**src/hw/rtl/tle_pkg.sv**
```systemverilog
// ---------------------------------------------------------------------------
// Terminal line editor package
// Types and byte codes shared by the front decoder, queue and edit engine.
// ---------------------------------------------------------------------------
package tle_pkg;

  // Escape decoder mode
  typedef enum logic [2:0] {
    ESC_PLAIN,
    ESC_SEEN,
    ESC_CSI,
    ESC_CSI_MOD,
    ESC_SS3
  } esc_mode_e;

  // Edit commands handed from front to back
  typedef enum logic [3:0] {
    OP_INSERT,
    OP_RIGHT,
    OP_LEFT,
    OP_WRIGHT,
    OP_WLEFT,
    OP_HOME,
    OP_END,
    OP_BKSP,
    OP_DELETE,
    OP_ENTER,
    OP_CANCEL
  } op_e;

  typedef struct packed {
    op_e        op;
    logic [7:0] ch;
  } cmd_t;

  // Result kinds
  typedef enum logic [1:0] {
    KIND_ECHO,
    KIND_LINE,
    KIND_FINISH,
    KIND_CANCEL
  } kind_e;

  typedef struct packed {
    kind_e      kind;
    logic [7:0] data;
    logic [3:0] len;
  } res_t;

  // Edit engine sequencer phases
  typedef enum logic [3:0] {
    PH_START,
    PH_SHIFT,
    PH_ECHO,
    PH_BACK,
    PH_WORD,
    PH_DEL,
    PH_DSHIFT,
    PH_DECHO,
    PH_RUB1,
    PH_RUB2,
    PH_LF,
    PH_LINE,
    PH_CEE,
    PH_CANCEL,
    PH_DONE
  } phase_e;

  localparam int unsigned QUEUE_DEPTH = 2;

  localparam logic [3:0] MAX_CHARS_RST = 4'd15;
  localparam logic [7:0] NUM_SAT       = 8'd255;

  localparam logic [7:0] BYTE_CTRLC  = 8'h03;
  localparam logic [7:0] BYTE_BEL    = 8'h07;
  localparam logic [7:0] BYTE_BS     = 8'h08;
  localparam logic [7:0] BYTE_LF     = 8'h0A;
  localparam logic [7:0] BYTE_CR     = 8'h0D;
  localparam logic [7:0] BYTE_ESC    = 8'h1B;
  localparam logic [7:0] BYTE_SP     = 8'h20;
  localparam logic [7:0] BYTE_DEL    = 8'h7F;
  localparam logic [7:0] CH_0        = 8'h30;
  localparam logic [7:0] CH_9        = 8'h39;
  localparam logic [7:0] CH_SEMI     = 8'h3B;
  localparam logic [7:0] CH_A        = 8'h41;
  localparam logic [7:0] CH_B        = 8'h42;
  localparam logic [7:0] CH_C        = 8'h43;
  localparam logic [7:0] CH_D        = 8'h44;
  localparam logic [7:0] CH_F        = 8'h46;
  localparam logic [7:0] CH_H        = 8'h48;
  localparam logic [7:0] CH_O        = 8'h4F;
  localparam logic [7:0] CH_LBRACKET = 8'h5B;
  localparam logic [7:0] CH_CARET    = 8'h5E;
  localparam logic [7:0] CH_TILDE    = 8'h7E;

endpackage

```
**src/hw/rtl/terminal_line_editor_unit.sv**
```systemverilog
// ---------------------------------------------------------------------------
// Terminal line editor unit - top level
// Escape decoding front end, command queue and line edit engine.
// ---------------------------------------------------------------------------
// Each key byte is taken by the front decoder while the queue is not full
// and, when it forms an edit key, queued as a command (two entries). The
// edit engine runs one command at a time with one line-store access per
// cycle while the output is not stalled; an insert or delete in the
// middle of the line also shifts the following characters one by one.
// Results leave through an output register and are held while out_stall_i
// is high. The user must write max_chars only while the block is idle;
// the block itself does not enforce this. cfg_ready_o is always high.
module terminal_line_editor_unit #(
  parameter int unsigned LINE_CAPACITY = 16
) (
  input  logic       clk_i,
  input  logic       rst_ni,
  input  logic       cfg_valid_i,
  output logic       cfg_ready_o,
  input  logic [3:0] cfg_data_i,
  input  logic       in_valid_i,
  output logic       in_stall_o,
  input  logic [7:0] key_byte_i,
  output logic       out_valid_o,
  input  logic       out_stall_i,
  output logic [1:0] out_kind_o,
  output logic [7:0] out_byte_o,
  output logic [3:0] line_length_o,
  output logic       last_o
);
  import tle_pkg::*;

  logic [3:0] max_chars_r_q;
  logic       q_push, q_full, q_pop, q_valid;
  cmd_t       push_cmd, pop_cmd;

  assign cfg_ready_o = 1'b1;

  // configuration register
  always_ff @(posedge clk_i or negedge rst_ni) begin
    if (!rst_ni) begin
      max_chars_r_q <= MAX_CHARS_RST;
    end else begin
      if (cfg_valid_i && cfg_ready_o) max_chars_r_q <= cfg_data_i;
    end
  end

  tle_front u_front (
    .clk_i      (clk_i),
    .rst_ni     (rst_ni),
    .in_valid_i (in_valid_i),
    .key_byte_i (key_byte_i),
    .in_stall_o (in_stall_o),
    .q_full_i   (q_full),
    .q_push_o   (q_push),
    .q_cmd_o    (push_cmd)
  );

  tle_queue u_queue (
    .clk_i   (clk_i),
    .rst_ni  (rst_ni),
    .push_i  (q_push),
    .cmd_i   (push_cmd),
    .full_o  (q_full),
    .pop_i   (q_pop),
    .valid_o (q_valid),
    .cmd_o   (pop_cmd)
  );

  tle_back #(
    .LINE_CAPACITY (LINE_CAPACITY)
  ) u_back (
    .clk_i         (clk_i),
    .rst_ni        (rst_ni),
    .max_chars_i   (max_chars_r_q),
    .q_valid_i     (q_valid),
    .q_cmd_i       (pop_cmd),
    .q_pop_o       (q_pop),
    .out_valid_o   (out_valid_o),
    .out_stall_i   (out_stall_i),
    .out_kind_o    (out_kind_o),
    .out_byte_o    (out_byte_o),
    .line_length_o (line_length_o),
    .last_o        (last_o)
  );

endmodule

```
**src/hw/rtl/tle_front.sv**
```systemverilog
// ---------------------------------------------------------------------------
// Terminal line editor - front decoder
// Accepts key bytes, tracks escape sequences and pushes edit commands.
// ---------------------------------------------------------------------------
module tle_front (
  input  logic          clk_i,
  input  logic          rst_ni,
  input  logic          in_valid_i,
  input  logic [7:0]    key_byte_i,
  output logic          in_stall_o,
  input  logic          q_full_i,
  output logic          q_push_o,
  output tle_pkg::cmd_t q_cmd_o
);
  import tle_pkg::*;

  esc_mode_e  mode_q, mode_d;
  logic [7:0] num_q, num_d;
  logic       mod_q, mod_d;
  logic       accept;
  logic       has_op;
  op_e        op;
  logic [11:0] num_next;

  assign in_stall_o = q_full_i;
  assign accept     = in_valid_i && !q_full_i;

  // decimal accumulate, saturating
  assign num_next = {1'b0, num_q, 3'b000} + {3'b000, num_q, 1'b0}
                  + {4'b0000, key_byte_i - CH_0};

  // escape decode and key classification
  always_comb begin
    mode_d = mode_q;
    num_d  = num_q;
    mod_d  = mod_q;
    has_op = 1'b0;
    op     = OP_INSERT;
    unique case (mode_q)
      ESC_SEEN: begin
        priority if (key_byte_i == CH_LBRACKET) begin
          mode_d = ESC_CSI;
          num_d  = '0;
          mod_d  = 1'b0;
        end else if (key_byte_i == CH_O) begin
          mode_d = ESC_SS3;
        end else begin
          mode_d = ESC_PLAIN;
        end
      end
      ESC_CSI, ESC_CSI_MOD: begin
        priority if (key_byte_i >= CH_0 && key_byte_i <= CH_9) begin
          num_d = (num_next > 12'(NUM_SAT)) ? NUM_SAT : num_next[7:0];
        end else if (key_byte_i == CH_SEMI) begin
          mode_d = ESC_CSI_MOD;
          mod_d  = 1'b1;
          num_d  = '0;
        end else begin
          mode_d = ESC_PLAIN;
          priority if (key_byte_i == CH_A || key_byte_i == CH_B) begin
            has_op = !mod_q;
            op     = (key_byte_i == CH_A) ? OP_HOME : OP_END;
          end else if (key_byte_i == CH_C) begin
            has_op = 1'b1;
            op     = mod_q ? OP_WRIGHT : OP_RIGHT;
          end else if (key_byte_i == CH_D) begin
            has_op = 1'b1;
            op     = mod_q ? OP_WLEFT : OP_LEFT;
          end else if (key_byte_i == CH_TILDE && !mod_q) begin
            priority if (num_q == 8'd1) begin
              has_op = 1'b1;
              op     = OP_HOME;
            end else if (num_q == 8'd3) begin
              has_op = 1'b1;
              op     = OP_DELETE;
            end else if (num_q == 8'd4) begin
              has_op = 1'b1;
              op     = OP_END;
            end else begin
              has_op = 1'b0;
            end
          end else begin
            has_op = 1'b0;
          end
        end
      end
      ESC_SS3: begin
        mode_d = ESC_PLAIN;
        if (key_byte_i == CH_F) begin
          has_op = 1'b1;
          op     = OP_END;
        end else if (key_byte_i == CH_H) begin
          has_op = 1'b1;
          op     = OP_HOME;
        end
      end
      default: begin
        mode_d = ESC_PLAIN;
        priority if (key_byte_i == BYTE_ESC) begin
          mode_d = ESC_SEEN;
        end else if (key_byte_i == BYTE_BS || key_byte_i == BYTE_DEL) begin
          has_op = 1'b1;
          op     = OP_BKSP;
        end else if (key_byte_i == BYTE_CR || key_byte_i == BYTE_LF) begin
          has_op = 1'b1;
          op     = OP_ENTER;
        end else if (key_byte_i == BYTE_CTRLC) begin
          has_op = 1'b1;
          op     = OP_CANCEL;
        end else begin
          has_op = 1'b1;
          op     = OP_INSERT;
        end
      end
    endcase
  end

  assign q_push_o   = accept && has_op;
  assign q_cmd_o.op = op;
  assign q_cmd_o.ch = key_byte_i;

  // escape state
  always_ff @(posedge clk_i or negedge rst_ni) begin
    if (!rst_ni) begin
      mode_q <= ESC_PLAIN;
      num_q  <= '0;
      mod_q  <= 1'b0;
    end else if (accept) begin
      mode_q <= mode_d;
      num_q  <= num_d;
      mod_q  <= mod_d;
    end
  end

endmodule

```
**src/hw/rtl/tle_queue.sv**
```systemverilog
// ---------------------------------------------------------------------------
// Terminal line editor - command queue
// Short FIFO between the front decoder and the edit engine.
// ---------------------------------------------------------------------------
module tle_queue (
  input  logic          clk_i,
  input  logic          rst_ni,
  input  logic          push_i,
  input  tle_pkg::cmd_t cmd_i,
  output logic          full_o,
  input  logic          pop_i,
  output logic          valid_o,
  output tle_pkg::cmd_t cmd_o
);
  import tle_pkg::*;

  localparam int unsigned AW = $clog2(QUEUE_DEPTH);
  localparam int unsigned CW = $clog2(QUEUE_DEPTH + 1);

  cmd_t          mem_q [QUEUE_DEPTH];
  logic [AW-1:0] wr_ptr_q, rd_ptr_q;
  logic [CW-1:0] count_q;

  assign full_o  = (count_q == CW'(QUEUE_DEPTH));
  assign valid_o = (count_q != '0);
  assign cmd_o   = mem_q[rd_ptr_q];

  // pointers and fill count
  always_ff @(posedge clk_i or negedge rst_ni) begin
    if (!rst_ni) begin
      wr_ptr_q <= '0;
      rd_ptr_q <= '0;
      count_q  <= '0;
    end else begin
      if (push_i) wr_ptr_q <= wr_ptr_q + 1'b1;
      if (pop_i)  rd_ptr_q <= rd_ptr_q + 1'b1;
      unique case ({push_i, pop_i})
        2'b10:   count_q <= count_q + 1'b1;
        2'b01:   count_q <= count_q - 1'b1;
        default: count_q <= count_q;
      endcase
    end
  end

  // entry storage
  always_ff @(posedge clk_i) begin
    if (push_i) mem_q[wr_ptr_q] <= cmd_i;
  end

endmodule

```
**src/hw/rtl/tle_back.sv**
```systemverilog
// ---------------------------------------------------------------------------
// Terminal line editor - edit engine
// Runs edit commands against the line store and produces result transfers.
// ---------------------------------------------------------------------------
module tle_back #(
  parameter int unsigned LINE_CAPACITY = 16
) (
  input  logic          clk_i,
  input  logic          rst_ni,
  input  logic [3:0]    max_chars_i,
  input  logic          q_valid_i,
  input  tle_pkg::cmd_t q_cmd_i,
  output logic          q_pop_o,
  output logic          out_valid_o,
  input  logic          out_stall_i,
  output logic [1:0]    out_kind_o,
  output logic [7:0]    out_byte_o,
  output logic [3:0]    line_length_o,
  output logic          last_o
);
  import tle_pkg::*;

  localparam int unsigned IW = $clog2(LINE_CAPACITY);
  localparam logic [IW-1:0] CAP_LIMIT = IW'(LINE_CAPACITY - 1);

  logic [7:0]    store_q [LINE_CAPACITY];
  logic          busy_q;
  op_e           op_q;
  logic [7:0]    ch_q;
  phase_e        ph_q, ph_d;
  logic [IW-1:0] pos_q, pos_d, len_q, len_d, i_q, i_d;
  logic          first_q, first_d, nsp_q, nsp_d;
  logic          pend_valid_q;
  res_t          pend_q, out_q;
  logic          outv_q, last_q;

  logic          step, gen, done, we, full;
  res_t          gen_res;
  logic [IW-1:0] raddr, waddr;
  logic [7:0]    rdata, wdata;

  assign q_pop_o = !busy_q && q_valid_i;
  assign step    = busy_q && (!outv_q || !out_stall_i);
  assign rdata   = store_q[raddr];
  assign full    = (5'(len_q) >= 5'(max_chars_i)) || (len_q >= CAP_LIMIT);

  // command sequencer, one line-store access per cycle while the output is not stalled
  always_comb begin
    ph_d    = ph_q;
    pos_d   = pos_q;
    len_d   = len_q;
    i_d     = i_q;
    first_d = first_q;
    nsp_d   = nsp_q;
    raddr   = i_q;
    gen     = 1'b0;
    gen_res = '{kind: KIND_ECHO, data: 8'h00, len: 4'h0};
    done    = 1'b0;
    we      = 1'b0;
    waddr   = i_q;
    wdata   = rdata;
    unique case (ph_q)
      PH_START: begin
        unique case (op_q)
          OP_INSERT: begin
            if (full) begin
              gen          = 1'b1;
              gen_res.data = BYTE_BEL;
              ph_d         = PH_DONE;
            end else begin
              i_d  = len_q;
              ph_d = PH_SHIFT;
            end
          end
          OP_RIGHT: begin
            gen  = 1'b1;
            ph_d = PH_DONE;
            if (pos_q < len_q) begin
              raddr        = pos_q;
              gen_res.data = rdata;
              pos_d        = pos_q + 1'b1;
            end else begin
              gen_res.data = BYTE_BEL;
            end
          end
          OP_LEFT: begin
            gen  = 1'b1;
            ph_d = PH_DONE;
            if (pos_q != '0) begin
              gen_res.data = BYTE_BS;
              pos_d        = pos_q - 1'b1;
            end else begin
              gen_res.data = BYTE_BEL;
            end
          end
          OP_WRIGHT, OP_WLEFT: begin
            first_d = 1'b1;
            ph_d    = PH_WORD;
          end
          OP_HOME: begin
            if (pos_q != '0) begin
              gen          = 1'b1;
              gen_res.data = BYTE_BS;
              pos_d        = pos_q - 1'b1;
            end else begin
              done = 1'b1;
            end
          end
          OP_END: begin
            if (pos_q < len_q) begin
              raddr        = pos_q;
              gen          = 1'b1;
              gen_res.data = rdata;
              pos_d        = pos_q + 1'b1;
            end else begin
              done = 1'b1;
            end
          end
          OP_BKSP: begin
            gen = 1'b1;
            priority if (pos_q == '0) begin
              gen_res.data = BYTE_BEL;
              ph_d         = PH_DONE;
            end else if (len_q == pos_q) begin
              gen_res.data = BYTE_BS;
              pos_d        = pos_q - 1'b1;
              len_d        = len_q - 1'b1;
              ph_d         = PH_RUB1;
            end else begin
              gen_res.data = BYTE_BS;
              pos_d        = pos_q - 1'b1;
              ph_d         = PH_DEL;
            end
          end
          OP_DELETE: ph_d = PH_DEL;
          OP_ENTER: begin
            gen          = 1'b1;
            gen_res.data = BYTE_CR;
            ph_d         = PH_LF;
          end
          OP_CANCEL: begin
            gen          = 1'b1;
            gen_res.data = CH_CARET;
            ph_d         = PH_CEE;
          end
          default: done = 1'b1;
        endcase
      end
      // open a gap at the cursor, then place the character
      PH_SHIFT: begin
        we = 1'b1;
        if (i_q > pos_q) begin
          raddr = i_q - 1'b1;
          waddr = i_q;
          wdata = rdata;
          i_d   = i_q - 1'b1;
        end else begin
          waddr = pos_q;
          wdata = ch_q;
          len_d = len_q + 1'b1;
          i_d   = pos_q;
          ph_d  = PH_ECHO;
        end
      end
      PH_ECHO: begin
        if (i_q < len_q) begin
          raddr        = i_q;
          gen          = 1'b1;
          gen_res.data = rdata;
          i_d          = i_q + 1'b1;
        end else begin
          pos_d = pos_q + 1'b1;
          i_d   = len_q;
          ph_d  = PH_BACK;
        end
      end
      // walk the terminal cursor back to the edit point
      PH_BACK: begin
        if (i_q > pos_q) begin
          gen          = 1'b1;
          gen_res.data = BYTE_BS;
          i_d          = i_q - 1'b1;
        end else begin
          done = 1'b1;
        end
      end
      // word moves keep the previous character's class in nsp_q
      PH_WORD: begin
        if (op_q == OP_WRIGHT) begin
          raddr = pos_q;
          if (pos_q >= len_q) begin
            done = 1'b1;
          end else if (!first_q && nsp_q && rdata == BYTE_SP) begin
            done = 1'b1;
          end else begin
            gen          = 1'b1;
            gen_res.data = rdata;
            pos_d        = pos_q + 1'b1;
            nsp_d        = (rdata != BYTE_SP);
            first_d      = 1'b0;
          end
        end else begin
          raddr = pos_q - 1'b1;
          if (pos_q == '0) begin
            done = 1'b1;
          end else if (!first_q && nsp_q && rdata == BYTE_SP) begin
            done = 1'b1;
          end else begin
            gen          = 1'b1;
            gen_res.data = BYTE_BS;
            pos_d        = pos_q - 1'b1;
            nsp_d        = (rdata != BYTE_SP);
            first_d      = 1'b0;
          end
        end
      end
      PH_DEL: begin
        if (len_q <= pos_q) begin
          done = 1'b1;
        end else begin
          len_d = len_q - 1'b1;
          i_d   = pos_q;
          ph_d  = PH_DSHIFT;
        end
      end
      // close the gap and blank the freed tail entry
      PH_DSHIFT: begin
        we = 1'b1;
        if (i_q < len_q) begin
          raddr = i_q + 1'b1;
          waddr = i_q;
          wdata = rdata;
          i_d   = i_q + 1'b1;
        end else begin
          waddr = i_q;
          wdata = BYTE_SP;
          i_d   = pos_q;
          ph_d  = PH_DECHO;
        end
      end
      PH_DECHO: begin
        if (i_q <= len_q) begin
          raddr        = i_q;
          gen          = 1'b1;
          gen_res.data = rdata;
          i_d          = i_q + 1'b1;
        end else begin
          ph_d = PH_BACK;
        end
      end
      PH_RUB1: begin
        gen          = 1'b1;
        gen_res.data = BYTE_SP;
        ph_d         = PH_RUB2;
      end
      PH_RUB2: begin
        gen          = 1'b1;
        gen_res.data = BYTE_BS;
        ph_d         = PH_DONE;
      end
      PH_LF: begin
        gen          = 1'b1;
        gen_res.data = BYTE_LF;
        i_d          = '0;
        ph_d         = PH_LINE;
      end
      // hand out the line, then the finish marker
      PH_LINE: begin
        gen = 1'b1;
        if (i_q < len_q) begin
          raddr        = i_q;
          gen_res.kind = KIND_LINE;
          gen_res.data = rdata;
          i_d          = i_q + 1'b1;
        end else begin
          gen_res.kind = KIND_FINISH;
          gen_res.len  = 4'(len_q);
          pos_d        = '0;
          len_d        = '0;
          ph_d         = PH_DONE;
        end
      end
      PH_CEE: begin
        gen          = 1'b1;
        gen_res.data = CH_C;
        ph_d         = PH_CANCEL;
      end
      PH_CANCEL: begin
        gen          = 1'b1;
        gen_res.kind = KIND_CANCEL;
        pos_d        = '0;
        len_d        = '0;
        ph_d         = PH_DONE;
      end
      default: done = 1'b1;
    endcase
  end

  // sequencer and edit state
  always_ff @(posedge clk_i or negedge rst_ni) begin
    if (!rst_ni) begin
      busy_q  <= 1'b0;
      op_q    <= OP_INSERT;
      ch_q    <= '0;
      ph_q    <= PH_START;
      pos_q   <= '0;
      len_q   <= '0;
      i_q     <= '0;
      first_q <= 1'b0;
      nsp_q   <= 1'b0;
    end else if (q_pop_o) begin
      busy_q <= 1'b1;
      op_q   <= q_cmd_i.op;
      ch_q   <= q_cmd_i.ch;
      ph_q   <= PH_START;
    end else if (step) begin
      busy_q  <= !done;
      ph_q    <= ph_d;
      pos_q   <= pos_d;
      len_q   <= len_d;
      i_q     <= i_d;
      first_q <= first_d;
      nsp_q   <= nsp_d;
    end
  end

  // one result held back so the final one can be flagged
  always_ff @(posedge clk_i or negedge rst_ni) begin
    if (!rst_ni) begin
      pend_valid_q <= 1'b0;
      outv_q       <= 1'b0;
      last_q       <= 1'b0;
    end else begin
      if (step && pend_valid_q && (gen || done)) begin
        outv_q <= 1'b1;
        last_q <= done;
      end else if (outv_q && !out_stall_i) begin
        outv_q <= 1'b0;
      end
      if (step && gen) begin
        pend_valid_q <= 1'b1;
      end else if (step && done) begin
        pend_valid_q <= 1'b0;
      end
    end
  end

  // result payloads
  always_ff @(posedge clk_i) begin
    if (step && pend_valid_q && (gen || done)) out_q <= pend_q;
    if (step && gen) pend_q <= gen_res;
  end

  // line store
  always_ff @(posedge clk_i) begin
    if (step && we) store_q[waddr] <= wdata;
  end

  assign out_valid_o   = outv_q;
  assign out_kind_o    = out_q.kind;
  assign out_byte_o    = out_q.data;
  assign line_length_o = out_q.len;
  assign last_o        = last_q;

endmodule

```
**config.mk**
```make
export PLATFORM = sky130hd
export DESIGN_NAME = terminal_line_editor_unit
export DESIGN_NICKNAME = d
export VERILOG_FILES = /design/src/hw/rtl/tle_pkg.sv /design/src/hw/rtl/terminal_line_editor_unit.sv /design/src/hw/rtl/tle_front.sv /design/src/hw/rtl/tle_queue.sv /design/src/hw/rtl/tle_back.sv
export SDC_FILE = /design/constraint.sdc
export NUM_CORES = 1
export LEC_CHECK = 0
export BUFFER_PORTS_ARGS = -buffer_cell sky130_fd_sc_hd__buf_2
export CAP_MARGIN = 20
export CORE_MARGIN = 5
export CORE_UTILIZATION = 50
export CTS_BUF_LIST = sky130_fd_sc_hd__clkbuf_4 sky130_fd_sc_hd__clkbuf_8 sky130_fd_sc_hd__clkbuf_16
export DETAILED_ROUTE_END_ITERATION = 16
export PLACE_DENSITY = 0.77
export SLEW_MARGIN = 20
export SYNTH_ARGS = -nofsm -noshare
export SYNTH_HDL_FRONTEND = slang
export SYNTH_SLANG_ARGS = --single-unit
```
**constraint.sdc**
```tcl
create_clock -name clk_i -period 4.9 [get_ports clk_i]
set_input_delay 0.98 -clock clk_i [delete_from_list [all_inputs] [get_ports clk_i]]
set_output_delay 0.98 -clock clk_i [all_outputs]
set_load 0.01 [all_outputs]
```
==> results of run 1 <==
[cell usage in the layout (no fill, tap or decap), drive strengths merged, types with 14 or more instances in the layout]
| master | count |
|---|---|
| edfxtp | 180 |
| nand2 | 149 |
| nor2 | 112 |
| buf | 97 |
| o21ai | 94 |
| a21oi | 62 |
| inv | 62 |
| mux2i | 59 |
| dfrtp | 50 |
| ha | 37 |
| clkbuf | 35 |
| nand3 | 32 |
| nor3 | 25 |
| o211ai | 21 |
| xnor2 | 17 |
| o22ai | 17 |
| a31oi | 17 |
| nor4 | 15 |
| and2 | 14 |
[path summary, 6_finish.rpt]
path	endpoint	slack, ns	start	cells after the start
max	u_back.pend_q[6]	0.15	u_back.len_q[3]	16
min	u_back.out_byte_o[6]	0.42	u_back.pend_q[10]	0
max reg2reg	u_back.pend_q[6]	0.15	u_back.len_q[3]	16
min reg2reg	u_back.out_byte_o[6]	0.42	u_back.pend_q[10]	0
max in group asynchronous	max_chars_r_q[2]	3.57	rst_ni	2
min in group asynchronous	u_back.pos_q[0]	0.44	rst_ni	1
[stage by stage]
| step | hold slack (ns) | instances | TNS, ns | instance area [um^2] | util |
|---|---|---|---|---|---|
| final | 0.418 | 1669 | 0 | 14900 | 0.573 |
| after CTS | 0.419 | 1668 | 0 | 14800 | 0.571 |
| after global placement | 0.401 | 1622 | 0 | 13900 | 0.536 |
| after floorplan | 0.400 | 1262 | 0 | 13200 | - |
| after global routing | 0.423 | 1669 | 0 | 14900 | 0.573 |
| after detailed placement | 0.405 | 1622 | -0.496 | 13900 | 0.536 |
[routing by layer]
| layer | global-route usage | up-vias | routed length, um |
|---|---|---|---|
| met4 | 0.0820 | 0 | 1300 |
| met2 | 0.378 | 586 | 16300 |
| met1 | 0.334 | 5105 | 14500 |
| met5 | 0 | - | 0 |
| met3 | 0.0423 | 87 | 3400 |
| li1 | - | 4843 | - |
[layout make-up]
cell class | instances | area (um^2) | share of cell area
clock buffer | 35 | 726 | 0.0488
clock inverter | 11 | 176 | 0.0119
inverter | 62 | 233 | 0.0156
multi-input combinational | 895 | 5920 | 0.398
sequential | 234 | 6760 | 0.454
tap | 335 | 419 | 0.0282
timing repair buffer | 97 | 646 | 0.0434
[registers in the layout, indices dropped and copies added (netlist names), 8 cells and up]
name               count
u_back.ch_q            8
u_back.out_byte_o      8
u_back.pend_q         14
u_back.store_q       128
u_front.num_q          8
u_queue.mem_q         24
[what timing repair did]
item                                    4_1_cts  5_1_grt
gates resized for setup                       2       10
gates cloned                                  0        1
endpoints found under the hold margin         0        0
pin swaps                                     0        2
endpoints found under the setup margin       18       21
[worst max-delay path, delay by kind of cell (launching register included)]
kind / cells / cell delay, ns
flops: 1 / 0.50
fa+ha+maj: 1 / 0.38
buf+inv: 4 / 0.76
compound gates: 7 / 1.94
simple gates: 4 / 0.89
[cell families after synthesis]
logic type,count (synthesis)
AO/OA/AOI/OAI,339
buffers and inverters,134
adder cells (fa/ha/maj),44
flip-flops,234
multiplexers,71
XOR/XNOR,23
other,1
AND/OR/NAND/NOR,416
==> metrics, run 1 <==
final net count 1376; simple-gate share of the synthesized area 0.151; number of diodes 0; Yosys Warn Count 0; Sink Count 234; Synth top area share 0.411; global-route wire length before repair 55600 um; drt total wl 35500 um; Max-Slew Margin vs Limit 0.352; Worst Skew 0.0213 ns; syn_nets 1323; initial antenna violation count 0; post-synth top area cell edfxtp_1; # fillers 2127; crit-path max cell delay 0.50 ns; Crit path top cell by count buf_4; row count 59; Tcrit/Tclk final 0.969; Synth cell types 90; max-cap viol count 0; adder-cell share of the synthesized area 0.0459; Starting Density 0.506; Mapped Area 0.0132 mm^2; CP Data Required Time 5.18 ns; hold_buf cts 0; flop and latch count out of synthesis 234; post-route minimum period 4.75 ns; worst slew pin tran 0.968 ns; Die ar. 0.0296 mm^2; critical path class register to register; worst-path maximum fanout 14; port bufs 33; Root Driver clkbuf_16; top cells by area, synth edfxtp_1 41%, dfrtp_1 9.5%, mux2i_1 4.5%, nand2_1 4.3%, ha_1 3.5%; Via density 6.36; DR iter-0 viols 1158; grt total ovfl 0; # DRC 0; Syn Inst Count 1262; core area 0.0260 mm^2; Mean Syn Cell Area 10.4 um^2; CTS tree built; DRT Pass-1 Iters 5; Min-Delay Path Class register to register; clock slew at reported path FFs 0.06 ns; CP endpoint kind register; compound-gate portion of the synthesized area 0.174; htree depth 1; worst setup margin 0.151 ns; worst-path cell chain inv_1 -> ha_1 -> o211a_1 -> nor2_1 -> buf_4 -> o211ai_1 -> o31ai_1 -> buf_4 -> a2111oi_1 -> a2111oi_0 -> a211oi_2 -> nand3_1 -> nor4_4 -> nand3b_2 -> a22o_1 -> buf_4; worst-case clock buffer depth 3; final hold viol count 0; vias in the first global route 10022; critical path's slowest cell dfrtp_1; DP HPWL 25600 um; Max Slew Vio Count 0; Setup violations, final 0; worst skew pair latency 0.54 ns; largest net degree at the start of global routing 33; FMAX 211 MHz; postcts setup bufs 0; EDFF count, synth 180; setup repair after global routing missed its margin no; Commonest cells post-synth 180 x edfxtp_1, 149 x nand2_1, 111 x nor2_1; Worst Setup Start Kind register; sequential share of the synthesized area 0.514; total number of vias 10621; die height 172 um; Synth async-reset ratio 0.231; GPL Wtd Cong 0.966; Main synth FF type edfxtp_1; gr usage total 0.239; most frequent cell after synthesis edfxtp_1; xor/xnor cell area share of the yosys netlist 0.0153; IO Pins 35; layout cells sized above 1 0.142; DIE WIDTH 172 um; Routed WL per cell 21.3 um; CTS Buf Count 25; largest family of logic cells by synthesized area compound AO/OA/AOI/OAI gates; Synth-to-Final Area Change 13.2%; DP Worst Slack -0.0361 ns; outcome finished, final reports clean; ANT nets after route 0; mux cell area share after synthesis 0.0578; Worst Path Arrival 5.03 ns
Power of run 1 is left out: the tool's default activity adds up to more than one toggle a clock period on the data nets, which glitch-free logic cannot reach.
==> inputs of run 2 (changes only) <==
--- a/config.mk
+++ b/config.mk
@@ -7,6 +7,7 @@
 export LEC_CHECK = 0
 export BUFFER_PORTS_ARGS = -buffer_cell sky130_fd_sc_hd__buf_2
 export CAP_MARGIN = 20
+export CORE_ASPECT_RATIO = 1.2
 export CORE_MARGIN = 5
 export CORE_UTILIZATION = 50
 export CTS_BUF_LIST = sky130_fd_sc_hd__clkbuf_4 sky130_fd_sc_hd__clkbuf_8 sky130_fd_sc_hd__clkbuf_16
==> metrics, run 2 (synthesis gave the netlist of run 1 again) <==
outcome finished, final reports clean; die height 188 um; Max-Slew Margin vs Limit 0.388; grt total ovfl 0; Via density 6.32; total number of vias 10593; Worst Skew 0.0175 ns; port bufs 33; clock slew at reported path FFs 0.07 ns; # DRC 0; most frequent cells in the layout 180 x edfxtp_1, 149 x nand2_1, 111 x nor2_1; critical path class register to register; core area 0.0261 mm^2; Max Slew Vio Count 0; most common cell after layout, fill and taps aside edfxtp_1; drt total wl 36000 um; gr usage total 0.242; max-cap viol count 0; DP Worst Slack -0.0925 ns; GPL Wtd Cong 0.983; IO Pins 35; layout cells sized above 1 0.145; CTS tree built; Root Driver clkbuf_16; DP HPWL 26500 um; post-route minimum period 4.81 ns; DIE WIDTH 158 um; worst-path maximum fanout 8; hold_buf cts 0; worst-case clock buffer depth 3; worst skew pair latency 0.53 ns; met2 WL 17100 um; largest net degree at the start of global routing 55; Top Registers u_back.store_q x128, u_queue.mem_q x24, u_back.pend_q x14; postcts setup bufs 0; Core Util, Final 0.571; Routed WL per cell 21.5 um; CTS Buf Count 24; DRT Pass-1 Iters 6; worst slew pin tran 0.914 ns; Min-Delay Path Class register to register; Die ar. 0.0297 mm^2; htree depth 1; metal3 WL 3140 um; number of flip-flops in the largest register 128; CP endpoint kind register; number of diodes 0; Worst Path Arrival 5.09 ns; worst setup margin 0.0910 ns; global-route wire length before repair 57000 um; Reg with most FFs u_back.store_q; initial antenna violation count 1; Sink Count 234; Setup violations, final 0; final hold viol count 0; met1 wire length 14200 um; Synth-to-Final Area Change 13.3%; CP Data Required Time 5.18 ns; DR iter-0 viols 1222; Tcrit/Tclk final 0.981; Worst Setup Start Kind register; vias in the first global route 10349; final net count 1385; ANT nets after route 0; DR top layer met5; setup TNS 0 ns; Starting Density 0.504; FMAX 208 MHz; row count 65
[run 2: changes by cell type in the layout (fill, tap and decap cells not counted), moves of 3 or more]
cell	delta
a2111oi_1	-3
buf_12	+3
buf_4	+8
clkbuf_8	-4
clkinv_1	+5
clkinv_4	-3
[run 2: layout make-up]
class / instances / area, um^2
timing repair buffer: 108 / 766
inverter: 62 / 233
tap: 335 / 419
fill: 2188 / 11200
clock inverter: 15 / 163
clock buffer: 29 / 638
multi-input combinational: 894 / 5910
sequential: 234 / 6760
[run 2: worst paths after layout]
path | from | endpoint | slack (ns) | cells after the start
min in group asynchronous | rst_ni | u_front.num_q[6] | 0.59 | 2
worst max register to register | u_back.pos_q[3] | u_back.pend_q[8] | 0.09 | 16
worst min-delay path | u_back.pend_q[3] | u_back.line_length_o[3] | 0.42 | 0
worst min register to register | u_back.pend_q[3] | u_back.line_length_o[3] | 0.42 | 0
worst max-delay path | u_back.pos_q[3] | u_back.pend_q[8] | 0.09 | 16
max in group asynchronous | rst_ni | u_back.ch_q[3] | 3.81 | 2
[run 2: critical path: stages, from the launching register on]
cell	delay [ns]
dfrtp_1	0.38
inv_1	0.19
ha_1	0.31
nand4_1	0.14
o211ai_1	0.16
a21oi_4	0.30
o221ai_1	0.21
or4_1	0.70
a2111oi_0	0.44
a2111oi_0	0.20
a211oi_2	0.29
nand3_1	0.15
nor4_4	0.43
nand3b_2	0.17
a21oi_2	0.26
buf_4	0.16
o21ai_1	0.06
[run 2: through the flow]
step / hold WS [ns] / cells / cell area (um^2)
6_report: 0.425 / 1677 / 14900
5_1_grt: 0.427 / 1677 / 14900
4_1_cts: 0.422 / 1677 / 14900
3_5_place_dp: 0.407 / 1633 / 14000
3_3_place_gp: 0.401 / 1633 / 14000
2_1_floorplan: 0.400 / 1262 / 13200
[run 2: routing by layer]
| metal | up-vias | track usage |
|---|---|---|
| li1 | 4868 | - |
| met1 | 5049 | 0.320 |
| met2 | 536 | 0.393 |
| met3 | 138 | 0.0459 |
| met4 | 2 | 0.0948 |
| met5 | - | 0 |
[run 2: what timing repair did]
item | 4_1_cts | 5_1_grt
resized for setup | 2 | 7
hold endpoints to repair | 0 | 0
endpoints found under the setup margin | 3 | 26
Power of run 2 is left out for the same reason.
